<file path="config.mk">
export PLATFORM = sky130hd
export DESIGN_NAME = sha1_block_hash_unit
export DESIGN_NICKNAME = d
export VERILOG_FILES = /design/src/hdl/sha1bh_pkg.sv /design/src/hdl/sha1bh_ctrl.sv /design/src/hdl/sha1bh_datapath.sv /design/src/hdl/sha1_block_hash_unit.sv
export VERILOG_INCLUDE_DIRS = /design/src /design/src/hdl
export SDC_FILE = /design/constraint.sdc
export NUM_CORES = 2
export LEC_CHECK = 0
export BUFFER_PORTS_ARGS = -buffer_cell sky130_fd_sc_hd__buf_2
export CORE_MARGIN = 4
export CORE_UTILIZATION = 56
export DETAILED_ROUTE_END_ITERATION = 10
export GPL_ROUTABILITY_DRIVEN = 0
export GPL_TIMING_DRIVEN = 1
export MAX_ROUTING_LAYER = met4
export PLACE_DENSITY = 0.76
export SYNTH_ARGS = -nofsm -noshare
export SYNTH_HDL_FRONTEND = slang
export SYNTH_SLANG_ARGS = --single-unit
</file>
<file path="constraint.sdc">
create_clock -name i_clk -period 15.1 [get_ports i_clk]
set_input_delay 0.755 -clock i_clk [delete_from_list [all_inputs] [get_ports i_clk]]
set_output_delay 0.755 -clock i_clk [all_outputs]
set_load 0.01 [all_outputs]
</file>
<file path="src/hdl/sha1_block_hash_unit_assert.svh">
// Assertion macros for the SHA-1 block hash unit.
// Included by the top level; depends on nothing else.
`ifndef SHA1_BLOCK_HASH_UNIT_ASSERT_SVH
`define SHA1_BLOCK_HASH_UNIT_ASSERT_SVH

// Same-cycle implication, quiet while reset is asserted
`define SHA1BH_ASSERT_NOW(label, clk, rst_n, ante, cons, msg) \
    label: assert property (@(posedge clk) disable iff (!(rst_n)) (ante) |-> (cons)) \
        else $error(msg);

// Next-cycle implication, quiet while reset is asserted
`define SHA1BH_ASSERT_NEXT(label, clk, rst_n, ante, cons, msg) \
    label: assert property (@(posedge clk) disable iff (!(rst_n)) (ante) |=> (cons)) \
        else $error(msg);

`endif

</file>
<file path="src/hdl/sha1bh_pkg.sv">
// Shared types, constants and round functions of the SHA-1 block hash unit.
// Used by the controller, the datapath and the top level; no dependencies.
package sha1bh_pkg;

    localparam int WordWidth   = 32;
    localparam int BlockWords  = 16;
    localparam int NumRounds   = 80;
    localparam int DigestWords = 5;

    localparam int WcntWidth  = $clog2(BlockWords);
    localparam int RoundWidth = $clog2(NumRounds);
    localparam int OselWidth  = $clog2(DigestWords);

    typedef logic [WordWidth-1:0] t_word;

    // Round groups of twenty rounds each
    typedef enum logic [1:0] {
        GRP_CHOOSE = 2'd0,
        GRP_PARITY = 2'd1,
        GRP_MAJ    = 2'd2,
        GRP_PARITY2 = 2'd3
    } t_round_grp;

    // Commands from the controller to the datapath
    typedef struct packed {
        logic                  load_word;
        logic                  init_work;
        logic                  round;
        logic                  expand;
        t_round_grp            grp;
        logic                  add_chain;
        logic                  reload_iv;
        logic [OselWidth-1:0]  out_sel;
    } t_dp_cmd;

    // Initial chaining value, H0 first
    function automatic t_word iv_word(input logic [OselWidth-1:0] idx);
        t_word w;
        case (idx)
            3'd0:    w = 32'h6745_2301;
            3'd1:    w = 32'hEFCD_AB89;
            3'd2:    w = 32'h98BA_DCFE;
            3'd3:    w = 32'h1032_5476;
            default: w = 32'hC3D2_E1F0;
        endcase
        return w;
    endfunction

    // Round constant of a group
    function automatic t_word round_k(input t_round_grp grp);
        t_word k;
        unique case (grp)
            GRP_CHOOSE:  k = 32'h5A82_7999;
            GRP_PARITY:  k = 32'h6ED9_EBA1;
            GRP_MAJ:     k = 32'h8F1B_BCDC;
            GRP_PARITY2: k = 32'hCA62_C1D6;
            default:     k = 32'hCA62_C1D6;
        endcase
        return k;
    endfunction

    // Boolean round function of a group
    function automatic t_word round_f(input t_round_grp grp, input t_word b,
                                      input t_word c, input t_word d);
        t_word f;
        unique case (grp)
            GRP_CHOOSE: f = (b & c) | (~b & d);
            GRP_MAJ:    f = (b & c) | (b & d) | (c & d);
            default:    f = b ^ c ^ d;
        endcase
        return f;
    endfunction

    function automatic t_word rotl1(input t_word v);
        return {v[WordWidth-2:0], v[WordWidth-1]};
    endfunction

    function automatic t_word rotl5(input t_word v);
        return {v[WordWidth-6:0], v[WordWidth-1:WordWidth-5]};
    endfunction

    function automatic t_word rotl30(input t_word v);
        return {v[1:0], v[WordWidth-1:2]};
    endfunction

endpackage

</file>
<file path="src/hdl/sha1bh_ctrl.sv">
// Control state machine of the SHA-1 block hash unit: word count, round
// count and digest readout sequencing. Depends on sha1bh_pkg.
module sha1bh_ctrl (
    input  logic                  i_clk,
    input  logic                  i_rst_n,
    input  logic                  i_in_valid,
    input  logic                  i_in_final,
    output logic                  o_in_ready,
    output logic                  o_out_valid,
    output logic                  o_out_last,
    input  logic                  i_out_ready,
    output sha1bh_pkg::t_dp_cmd   o_cmd
);

    typedef enum logic [4:0] {
        ST_IDLE  = 5'b00001,
        ST_INIT  = 5'b00010,
        ST_ROUND = 5'b00100,
        ST_ADD   = 5'b01000,
        ST_EMIT  = 5'b10000
    } t_state;

    localparam logic [sha1bh_pkg::WcntWidth-1:0] LastWord =
        sha1bh_pkg::WcntWidth'(sha1bh_pkg::BlockWords - 1);
    localparam logic [sha1bh_pkg::RoundWidth-1:0] LastRound =
        sha1bh_pkg::RoundWidth'(sha1bh_pkg::NumRounds - 1);
    localparam logic [sha1bh_pkg::OselWidth-1:0] LastOut =
        sha1bh_pkg::OselWidth'(sha1bh_pkg::DigestWords - 1);

    t_state                              r_state, n_state;
    logic [sha1bh_pkg::WcntWidth-1:0]    r_wcnt, n_wcnt;
    logic [sha1bh_pkg::RoundWidth-1:0]   r_round, n_round;
    logic [sha1bh_pkg::OselWidth-1:0]    r_osel, n_osel;
    logic                                r_final, n_final;
    logic                                r_pend, n_pend;
    logic                                in_hs, out_hs, blk_done;

    // Take words while idle, or while the digest drains and no block waits
    assign o_in_ready  = (r_state == ST_IDLE) || ((r_state == ST_EMIT) && !r_pend);
    assign o_out_valid = (r_state == ST_EMIT);
    assign o_out_last  = (r_osel == LastOut);
    assign in_hs       = i_in_valid && o_in_ready;
    assign out_hs      = o_out_valid && i_out_ready;
    assign blk_done    = in_hs && (r_wcnt == LastWord);

    // Next state and commands
    always_comb begin
        n_state = r_state;
        n_wcnt  = r_wcnt;
        n_round = r_round;
        n_osel  = r_osel;
        n_final = r_final;
        n_pend  = r_pend;

        o_cmd           = '0;
        o_cmd.load_word = in_hs;
        o_cmd.out_sel   = r_osel;
        o_cmd.expand    = (r_round >= sha1bh_pkg::RoundWidth'(sha1bh_pkg::BlockWords));
        if (r_round < sha1bh_pkg::RoundWidth'(20)) begin
            o_cmd.grp = sha1bh_pkg::GRP_CHOOSE;
        end else if (r_round < sha1bh_pkg::RoundWidth'(40)) begin
            o_cmd.grp = sha1bh_pkg::GRP_PARITY;
        end else if (r_round < sha1bh_pkg::RoundWidth'(60)) begin
            o_cmd.grp = sha1bh_pkg::GRP_MAJ;
        end else begin
            o_cmd.grp = sha1bh_pkg::GRP_PARITY2;
        end

        // Count words of the block; the sixteenth word's flag decides the digest
        if (in_hs) begin
            n_wcnt = r_wcnt + 1'b1;
            if (blk_done) begin
                n_final = i_in_final;
            end
        end

        unique case (r_state)
            ST_IDLE: begin
                if (blk_done) begin
                    n_state = ST_INIT;
                end
            end
            ST_INIT: begin
                o_cmd.init_work = 1'b1;
                n_round         = '0;
                n_state         = ST_ROUND;
            end
            ST_ROUND: begin
                o_cmd.round = 1'b1;
                if (r_round == LastRound) begin
                    n_round = '0;
                    n_state = ST_ADD;
                end else begin
                    n_round = r_round + 1'b1;
                end
            end
            ST_ADD: begin
                o_cmd.add_chain = 1'b1;
                n_osel          = '0;
                n_state         = r_final ? ST_EMIT : ST_IDLE;
            end
            ST_EMIT: begin
                if (blk_done) begin
                    n_pend = 1'b1;
                end
                if (out_hs) begin
                    if (r_osel == LastOut) begin
                        o_cmd.reload_iv = 1'b1;
                        n_pend          = 1'b0;
                        n_state         = (r_pend || blk_done) ? ST_INIT : ST_IDLE;
                    end else begin
                        n_osel = r_osel + 1'b1;
                    end
                end
            end
            default: begin
                n_state = ST_IDLE;
            end
        endcase
    end

    // State registers
    always_ff @(posedge i_clk) begin
        if (!i_rst_n) begin
            r_state <= ST_IDLE;
            r_wcnt  <= '0;
            r_round <= '0;
            r_osel  <= '0;
            r_final <= 1'b0;
            r_pend  <= 1'b0;
        end else begin
            r_state <= n_state;
            r_wcnt  <= n_wcnt;
            r_round <= n_round;
            r_osel  <= n_osel;
            r_final <= n_final;
            r_pend  <= n_pend;
        end
    end

endmodule

</file>
<file path="src/hdl/sha1bh_datapath.sv">
// Datapath of the SHA-1 block hash unit: schedule shift window, working
// variables, round unit and chaining value. Depends on sha1bh_pkg.
module sha1bh_datapath (
    input  logic                 i_clk,
    input  logic                 i_rst_n,
    input  sha1bh_pkg::t_dp_cmd  i_cmd,
    input  sha1bh_pkg::t_word    i_word,
    output sha1bh_pkg::t_word    o_digest
);

    sha1bh_pkg::t_word r_win [sha1bh_pkg::BlockWords];
    sha1bh_pkg::t_word r_h   [sha1bh_pkg::DigestWords];
    sha1bh_pkg::t_word r_a, r_b, r_c, r_d, r_e;
    sha1bh_pkg::t_word w_new, w_cur, w_shift_in, tmp;

    // Schedule word of this round: stored for the first sixteen, expanded after
    assign w_new = sha1bh_pkg::rotl1(r_win[13] ^ r_win[8] ^ r_win[2] ^ r_win[0]);
    assign w_cur = i_cmd.expand ? w_new : r_win[0];
    assign w_shift_in = i_cmd.round ? w_cur : i_word;

    // One round
    assign tmp = sha1bh_pkg::rotl5(r_a) + sha1bh_pkg::round_f(i_cmd.grp, r_b, r_c, r_d)
               + r_e + sha1bh_pkg::round_k(i_cmd.grp) + w_cur;

    // Shift the window on every incoming word and every round
    always_ff @(posedge i_clk) begin
        if (i_cmd.load_word || i_cmd.round) begin
            for (int i = 0; i < sha1bh_pkg::BlockWords - 1; i++) begin
                r_win[i] <= r_win[i+1];
            end
            r_win[sha1bh_pkg::BlockWords-1] <= w_shift_in;
        end
    end

    // Working variables
    always_ff @(posedge i_clk) begin
        if (i_cmd.init_work) begin
            r_a <= r_h[0];
            r_b <= r_h[1];
            r_c <= r_h[2];
            r_d <= r_h[3];
            r_e <= r_h[4];
        end else if (i_cmd.round) begin
            r_a <= tmp;
            r_b <= r_a;
            r_c <= sha1bh_pkg::rotl30(r_b);
            r_d <= r_c;
            r_e <= r_d;
        end
    end

    // Chaining value: reload on reset and after a digest, add the block result
    always_ff @(posedge i_clk) begin
        if (!i_rst_n || i_cmd.reload_iv) begin
            for (int i = 0; i < sha1bh_pkg::DigestWords; i++) begin
                r_h[i] <= sha1bh_pkg::iv_word(sha1bh_pkg::OselWidth'(i));
            end
        end else if (i_cmd.add_chain) begin
            r_h[0] <= r_h[0] + r_a;
            r_h[1] <= r_h[1] + r_b;
            r_h[2] <= r_h[2] + r_c;
            r_h[3] <= r_h[3] + r_d;
            r_h[4] <= r_h[4] + r_e;
        end
    end

    // Digest word select
    always_comb begin
        case (i_cmd.out_sel)
            3'd0:    o_digest = r_h[0];
            3'd1:    o_digest = r_h[1];
            3'd2:    o_digest = r_h[2];
            3'd3:    o_digest = r_h[3];
            default: o_digest = r_h[4];
        endcase
    end

endmodule

</file>
<file path="src/hdl/sha1_block_hash_unit.sv">
// SHA-1 block hash unit. A block is taken in as 16 words, then compressed by a
// setup step, 80 rounds at one per cycle through the single round unit and a
// chaining add; no words are taken while a block is compressed.
// The digest of a final block is valid after its chaining add; its five words
// leave as the sink takes them, overlapped with input of the next block.
// Reset (synchronous, active low) reloads the initial value and clears counters.
module sha1_block_hash_unit (
    input  logic        i_clk,
    input  logic        i_rst_n,
    input  logic        s_axis_tvalid,
    output logic        s_axis_tready,
    input  logic [31:0] s_axis_tdata,   // [31:0] message_word
    input  logic        s_axis_tuser,   // [0] final_block
    output logic        m_axis_tvalid,
    input  logic        m_axis_tready,
    output logic [31:0] m_axis_tdata,   // [31:0] digest_word
    output logic        m_axis_tlast    // digest_last
);

    sha1bh_pkg::t_dp_cmd cmd;
    logic [3:0]          dp_steps;
    logic                port_busy;
    logic                last_out;

    // Sequencer
    sha1bh_ctrl u_ctrl (
        .i_clk       (i_clk),
        .i_rst_n     (i_rst_n),
        .i_in_valid  (s_axis_tvalid),
        .i_in_final  (s_axis_tuser),
        .o_in_ready  (s_axis_tready),
        .o_out_valid (m_axis_tvalid),
        .o_out_last  (m_axis_tlast),
        .i_out_ready (m_axis_tready),
        .o_cmd       (cmd)
    );

    // Hash datapath
    sha1bh_datapath u_dp (
        .i_clk    (i_clk),
        .i_rst_n  (i_rst_n),
        .i_cmd    (cmd),
        .i_word   (s_axis_tdata),
        .o_digest (m_axis_tdata)
    );

    // Terms watched by the checks below
    assign dp_steps  = {cmd.init_work, cmd.round, cmd.add_chain, cmd.reload_iv};
    assign port_busy = s_axis_tready || m_axis_tvalid;
    assign last_out  = m_axis_tvalid && m_axis_tready && m_axis_tlast;

`include "sha1_block_hash_unit_assert.svh"

    // Datapath steps never overlap one another
    `SHA1BH_ASSERT_NOW(a_cmd_onehot, i_clk, i_rst_n, 1'b1, $onehot0(dp_steps), "command overlap")
    // No word enters and no digest leaves while rounds run
    `SHA1BH_ASSERT_NOW(a_round_quiet, i_clk, i_rst_n, cmd.round, !port_busy, "busy port in rounds")
    // Digest ends after the fifth word is taken
    `SHA1BH_ASSERT_NEXT(a_digest_end, i_clk, i_rst_n, last_out, !m_axis_tvalid, "digest overrun")

endmodule

</file>
* Word level (Yosys, flattened, before mapping)
Memory sizes are Yosys's and may differ from the RTL's. Cells that the tools add are included.
Storage, ports and cells: register bits 181, memory bits (writable) 672, input port bits 37, output and inout bits 35, word-level logic and storage cells 140, memories kept 2
Operators by class: add/sub/neg operators 12, $lt $le $gt $ge 4, equality and inequality tests 19, multiplexer cells 56, bitwise operators 18, reduce and logical (&&, ||, !) cells 18
Memories:
- u_dp.r_win | words 16, width 32, rd ports 16, clocked after Yosys merged registers in 0, write ports 16, line sha1bh_datapath.sv:11 | sha1bh_pkg::t_word r_win [sha1bh_pkg::BlockWords];
- u_dp.r_h | words 5, width 32, rd ports 5, clocked after Yosys merged registers in 0, write ports 5, line sha1bh_datapath.sv:12 | sha1bh_pkg::t_word r_h [sha1bh_pkg::DigestWords];
Operators with widths (count):
- $mux 32 | 22
- $add 32x32->32 | 9
- $pmux 32 s4 | 2
- $xor 32x32->32 | 5
- $and 32x32->32 | 4
- $or 32x32->32 | 3
- $pmux 32 s2 | 1
- $not 32->32 | 1
- $mux 5 | 5
- $pmux 5 s5 | 1
- $mux 1 | 17
- $lt 7x6->1 const B | 2
- $pmux 7 s2 | 1
- $add 7x1->7 const B | 1
- $eq 7x7->1 const B | 1
- $ge 7x5->1 const B | 1
- $lt 7x5->1 const B | 1
- $mux 7 | 1
- $eq 3x2->1 const B | 2
- $mux 2 | 3
- $mux 3 | 2
- $ne 2x2->1 const B | 3
- $pmux 3 s2 | 1
- $reduce_bool 2->1 | 3
- 22 further kinds | 35

* Logic depth before layout (Yosys ltp)
depth after elaboration 12, gate-level depth with buffers 31, depth with buffers taken out 27

* Hierarchy
Synthesis repeated with hierarchy kept, for this count alone.
Unflattened totals: cell total of the unflattened synthesis 3610, area total of the unflattened synthesis 44818.0 sq um
Modules (own cells, without submodules):
- sha1bh_datapath | times used 1, cells each 3452, area an instance 43493.0 sq um, sequential area each 24984.0 sq um
- sha1bh_ctrl | times used 1, cells each 158, area an instance 1325.0 sq um, sequential area each 420.4 sq um

* Worst setup path after synthesis
No wires, ideal clock.
path type reg-to-reg, start point register u_ctrl.r_state[3], end point memory u_dp.r_win[0][0] (netlist name), enable pin, library setup time 3.676 ns, data arrival time 9.627 ns, data required time 11.424 ns, setup slack 1.797 ns, stages on the path, launching flop included 6, buffers on the path 2, period minus slack after synthesis 13.303 ns, cell sequence dfxtp_1 -> nor3_1 -> nand3b_1 -> clkbuf_1 -> clkbuf_1 -> nand2_1
RTL lines:
- from (decl) | line sha1bh_ctrl.sv:30 | t_state r_state, n_state;
- from (signal assigned) | line sha1bh_ctrl.sv:132 | r_state <= n_state;
- to (decl) | line sha1bh_datapath.sv:11

* Final worst setup path
start point register u_ctrl.r_round[5] (netlist name), end point register u_dp.r_a[27] (data pin)
Between the ends: cells in the longest elaborated chain, start to end 12, elaborated cells on any way between the ends 20, classes of those cells 4 x add/sub; 4 x order compare; 3 x eq/ne; 8 x mux; 1 x reduce/logical
RTL lines:
- from (decl) | line sha1bh_ctrl.sv:32 | logic [sha1bh_pkg::RoundWidth-1:0] r_round, n_round;
- from (signal assigned) | line sha1bh_ctrl.sv:134 | r_round <= n_round;
- $lt 7x6->1 | line sha1bh_ctrl.sv:63 | end else if (r_round < sha1bh_pkg::RoundWidth'(60)) begin
- $mux 1 | line sha1bh_ctrl.sv:63
- $mux 2 | line sha1bh_ctrl.sv:61 | end else if (r_round < sha1bh_pkg::RoundWidth'(40)) begin
- $mux 2 | line sha1bh_ctrl.sv:59 | if (r_round < sha1bh_pkg::RoundWidth'(20)) begin
- $eq 2x2->1 / $logic_not 2->1 (equally long branches) | line sha1bh_pkg.sv:52, sha1bh_pkg.sv:66
- $pmux 32 s2 | line sha1bh_pkg.sv:66 | unique case (grp)
- $add 32x32->32 | line sha1bh_datapath.sv:22 | assign tmp = sha1bh_pkg::rotl5(r_a) + sha1bh_pkg::round_f(i_cmd.grp, r_b, r_c, r_d)
- $add 32x32->32 (2 in series) | line sha1bh_datapath.sv:23 | + r_e + sha1bh_pkg::round_k(i_cmd.grp) + w_cur;
- $add 32x32->32 (*) | line sha1bh_datapath.sv:23
- $mux 32 (*) | line sha1bh_datapath.sv:43 | end else if (i_cmd.round) begin
- $mux 32 (*) | line sha1bh_datapath.sv:37 | if (i_cmd.init_work) begin
- to (signal assigned) | line sha1bh_datapath.sv:38 | r_a <= r_h[0];
- to (signal assigned) | line sha1bh_datapath.sv:44 | r_a <= tmp;
- to (decl) | line sha1bh_datapath.sv:13 | sha1bh_pkg::t_word r_a, r_b, r_c, r_d, r_e;
Mark *: on every way between the ends. The rest lies on a longest branch, timed or not. The select of a mux whose other input is x is not followed. A chain may end at the register's enable or synchronous reset.

==> metrics.md <==
| Metric | Value |
|---|---|
| # nets final | `4050` |
| Die area | `0.0826 mm^2` |
| Multiplexer area fraction after synthesis | `0.0116` |
| Synthesized area | `0.0437 mm^2` |
| CTS Sinks | `853` |
| NetSw | `1.38 mW` |
| Clk_lat worst skew | `650 ps` |
| Longest Clk Path Bufs | `3` |
| First-pass GRT wire length | `161 mm` |
| Pre-CTS setup slack | `7190 ps` |
| Root buffer cell | `clkbuf_16` |
| Total gr overflow | `0` |
| IO buf count | `71` |
| Post-Synth Adder-Cell Area | `0.115` |
| Post-layout util | `0.623` |
| Max VDD drop | `0.0840 mV` |
| Die Wd | `287 um` |
| Final hold violation count | `0` |
| Vias | `28600` |
| Pwr/cell area | `119 mW/mm^2` |
| Core area | `0.0775 mm^2` |
| DRT iter0 DRCs | `3217` |
| Synth cell types | `68` |
| Io pins | `72` |
| Setup crit end kind | `flip-flop` |
| Gate Count Post-Synth | `3609` |
| Setup CP Type | `reg2reg` |
| Req. time, crit path | `15440 ps` |
| Internal power | `4.35 mW` |
| Net count after synthesis | `3974` |
| R2R depth | `29` |
| Post-CTS Setup Bufs | `0` |
| Antenna viol nets, final | `0` |
| Hold WC Path Type | `in2reg` |
| Crit path top cell by count | `inv_1` |
| WHS | `395 ps` |
| CTS tree | `done` |
| RSZ-0062 raised after global routing | `false` |
| Synth Area in Simple Gates | `0.0958` |
| Setup ws final | `7020 ps` |
| Cts bufs inserted | `90` |
| Max Cap Viol | `0` |
| XOR/XNOR Fraction of Synth Area | `0.0537` |
| DR DRC count | `0` |
| Vias in the first global route | `27700` |
| Post-DP Area | `0.0453 mm^2` |
| Seq/Total Area, Yosys | `0.581` |
| R2R Setup Slk | `7020 ps` |
| Max incr delay on CP | `570 ps` |
| Clock share of power | `0.391` |
| Top cell family by delay on the critical path | `buffers and inverters` |
| Worst Max-Slew Pin Slew | `1200 ps` |
| Total track usage | `0.262` |
| Post-DP HPWL | `72.6 mm` |
| Async S/R FF share, synth | `0` |
| Outcome | `complete, no violations` |
| Post-synth top cells | `edfxtp_1, nand2_1, inv_1` |
| Post-synth EDFFs | `832` |
| DIE HEIGHT | `287 um` |
| Crit share post-route | `0.535` |
| Routed WL | `106 mm` |
| H-Tree Depth | `3` |
| Layout area overhead | `10.3%` |
| Initial Util | `0.564` |
| Final Critical Period | `8080 ps` |
| Reg clk slew, reported paths | `60 ps` |
| Largest family of logic cells by synthesized area | `adder cells` |
| Drt pass-1 iters | `6` |
| Routed vias/inst | `5.96` |
| Hold Buf Count CTS | `0` |
| Design area | `0.0482 mm^2` |
| CTS resizes | `0` |
| Worst Path Max Fanout | `49` |
| Slew Limit Headroom | `0.192` |
| Hold depth | `3` |
| Clock skew | `22.7 ps` |
| WP buf/inv | `8` |
| Sequential Power Share | `0.506` |
| Leak Pwr | `18.2 nW` |
| Synth Flop Type | `edfxtp_1` |
| Antenna violations before repair | `2` |
| Setup total negative slack | `0 ps` |
| Logic pwr share | `0.103` |
| Row count | `102` |
| Largest net degree at the start of global routing | `210` |
| Syn avg cell area | `12.1 um^2` |
| Critical path launch point type | `flip-flop` |
| Crit path DAT | `8410 ps` |
| FF+latch count, synth | `853` |
| Fin. max-slew vios | `0` |
| Syn. warnings | `0` |
| Area leader, netlist | `edfxtp_1` |
| Area contributors post-synth | `edfxtp_1, ha_1, fa_1` |
| Count leader, synth | `edfxtp_1` |
| Share of layout cells above drive strength 1 | `0.0782` |
| Final setup fails | `0` |
| Crit path max-delay cell type | `o41ai_2` |
| Complex-gate fraction of the synthesized area | `0.113` |
| Levels on crit path | `29` |
| Top-area cell type share of the netlist area | `0.571` |
| Switching share of power | `0.241` |
| Peak Freq | `124 MHz` |
| Wire length per cell | `22.1 um` |
## metal layers
metal | vias to the layer above | GRT usage | wire, um
met5 | - | - | 0
met4 | 0 | 0.107 | 4500
met3 | 239 | 0.0428 | 9510
met2 | 1274 | 0.385 | 47200
met1 | 14000 | 0.368 | 45000
li1 | 13100 | - | -
## registers in the layout, summed over array words and instances (netlist names)
signal	flops
u_dp.r_win	512
u_ctrl.r_pend	1
u_dp.r_b	32
u_dp.r_h	160
u_ctrl.r_osel	3
u_dp.r_e	32
u_ctrl.r_final	1
u_ctrl.r_round	7
u_dp.r_d	32
u_ctrl.r_wcnt	4
u_dp.r_c	32
u_dp.r_a	32
u_ctrl.r_state	5
## layout make-up
class | count | area (um^2)
Antenna cell | 4 | 10.0
Clock inverter | 57 | 627
Clock buffer | 111 | 2350
Timing Repair Buffer | 100 | 598
Fill cell | 5828 | 29200
Inverter | 225 | 845
Sequential cell | 853 | 25400
Tap cell | 1040 | 1300
Multi-Input combinational cell | 2415 | 17100
## logic make-up (layout without fill, tap and decap cells)
| kind of cell | count (synthesis) | count (layout) |
|---|---|---|
| AO/OA/AOI/OAI | 785 | 785 |
| AND/OR/NAND/NOR | 987 | 987 |
| multiplexers | 47 | 47 |
| buffers and inverters | 341 | 493 |
| XOR/XNOR | 268 | 268 |
| adder cells (fa/ha/maj) | 328 | 328 |
| other | 0 | 4 |
| flip-flops | 853 | 853 |
## power by group through the flow
| stage | Sequential, mW | Combinational, mW | Clock [mW] |
|---|---|---|---|
| 2_1_floorplan | 3.00 | 0.444 | 0 |
| 3_3_place_gp | 2.94 | 0.570 | 0 |
| 3_5_place_dp | 2.95 | 0.587 | 0 |
| 4_1_cts | 2.90 | 0.591 | 2.27 |
| 5_1_grt | 2.92 | 0.660 | 2.38 |
| 6_report | 2.90 | 0.594 | 2.24 |
## through the flow
step	cells	total power, mW
global placement	4633	3.51
CTS	4801	5.77
finish	4805	5.74
floorplan	3609	3.44
global route	4802	5.95
detailed placement	4633	3.53
## layout by cell type (no fill, tap or decap), types with 6 or more instances in the layout
| cell type | instances |
|---|---|
| edfxtp_1 | 832 |
| nand2_1 | 547 |
| inv_1 | 225 |
| o21ai_0 | 215 |
| nor2_1 | 214 |
| ha_1 | 203 |
| a21oi_1 | 202 |
| xnor2_1 | 187 |
| fa_1 | 125 |
| clkbuf_16 | 90 |
| a21o_1 | 89 |
| xor2_1 | 81 |
| buf_2 | 71 |
| a22oi_1 | 66 |
| a31oi_1 | 54 |
| nand3_1 | 50 |
| mux2_2 | 31 |
| nor2b_1 | 28 |
| o21a_1 | 27 |
| buf_4 | 27 |
| nor3_1 | 26 |
| nand2b_1 | 26 |
| o21bai_1 | 22 |
| a221o_1 | 21 |
| dfxtp_1 | 21 |
| and2_1 | 20 |
| and3_1 | 19 |
| clkbuf_1 | 19 |
| clkinv_2 | 18 |
| clkinv_1 | 17 |
| mux2i_1 | 16 |
| a211oi_1 | 15 |
| o211ai_1 | 13 |
| nand4_1 | 10 |
| bufinv_16 | 10 |
| or3_1 | 9 |
| or2_2 | 8 |
| a21boi_0 | 7 |
| clkinvlp_4 | 6 |
## worst register-to-register path: cells and delay by family, from the launching register on
family	cells	cell delay, ps
fa+ha+maj	6	2130
xor+xnor	1	170
flops	1	450
buf+inv	8	2270
simple gates	4	620
compound gates	10	2130
## worst paths after layout
kind | start | end
setup / recovery | u_ctrl.r_round[5] | u_dp.r_a[27]
hold / removal | s_axis_tdata[27] | u_dp.r_win[3][123]
setup reg to reg | u_ctrl.r_round[5] | u_dp.r_a[27]
hold reg to reg | u_dp.r_win[0][126] | u_dp.r_win[0][94]
(Power assumes the default switching activity.)
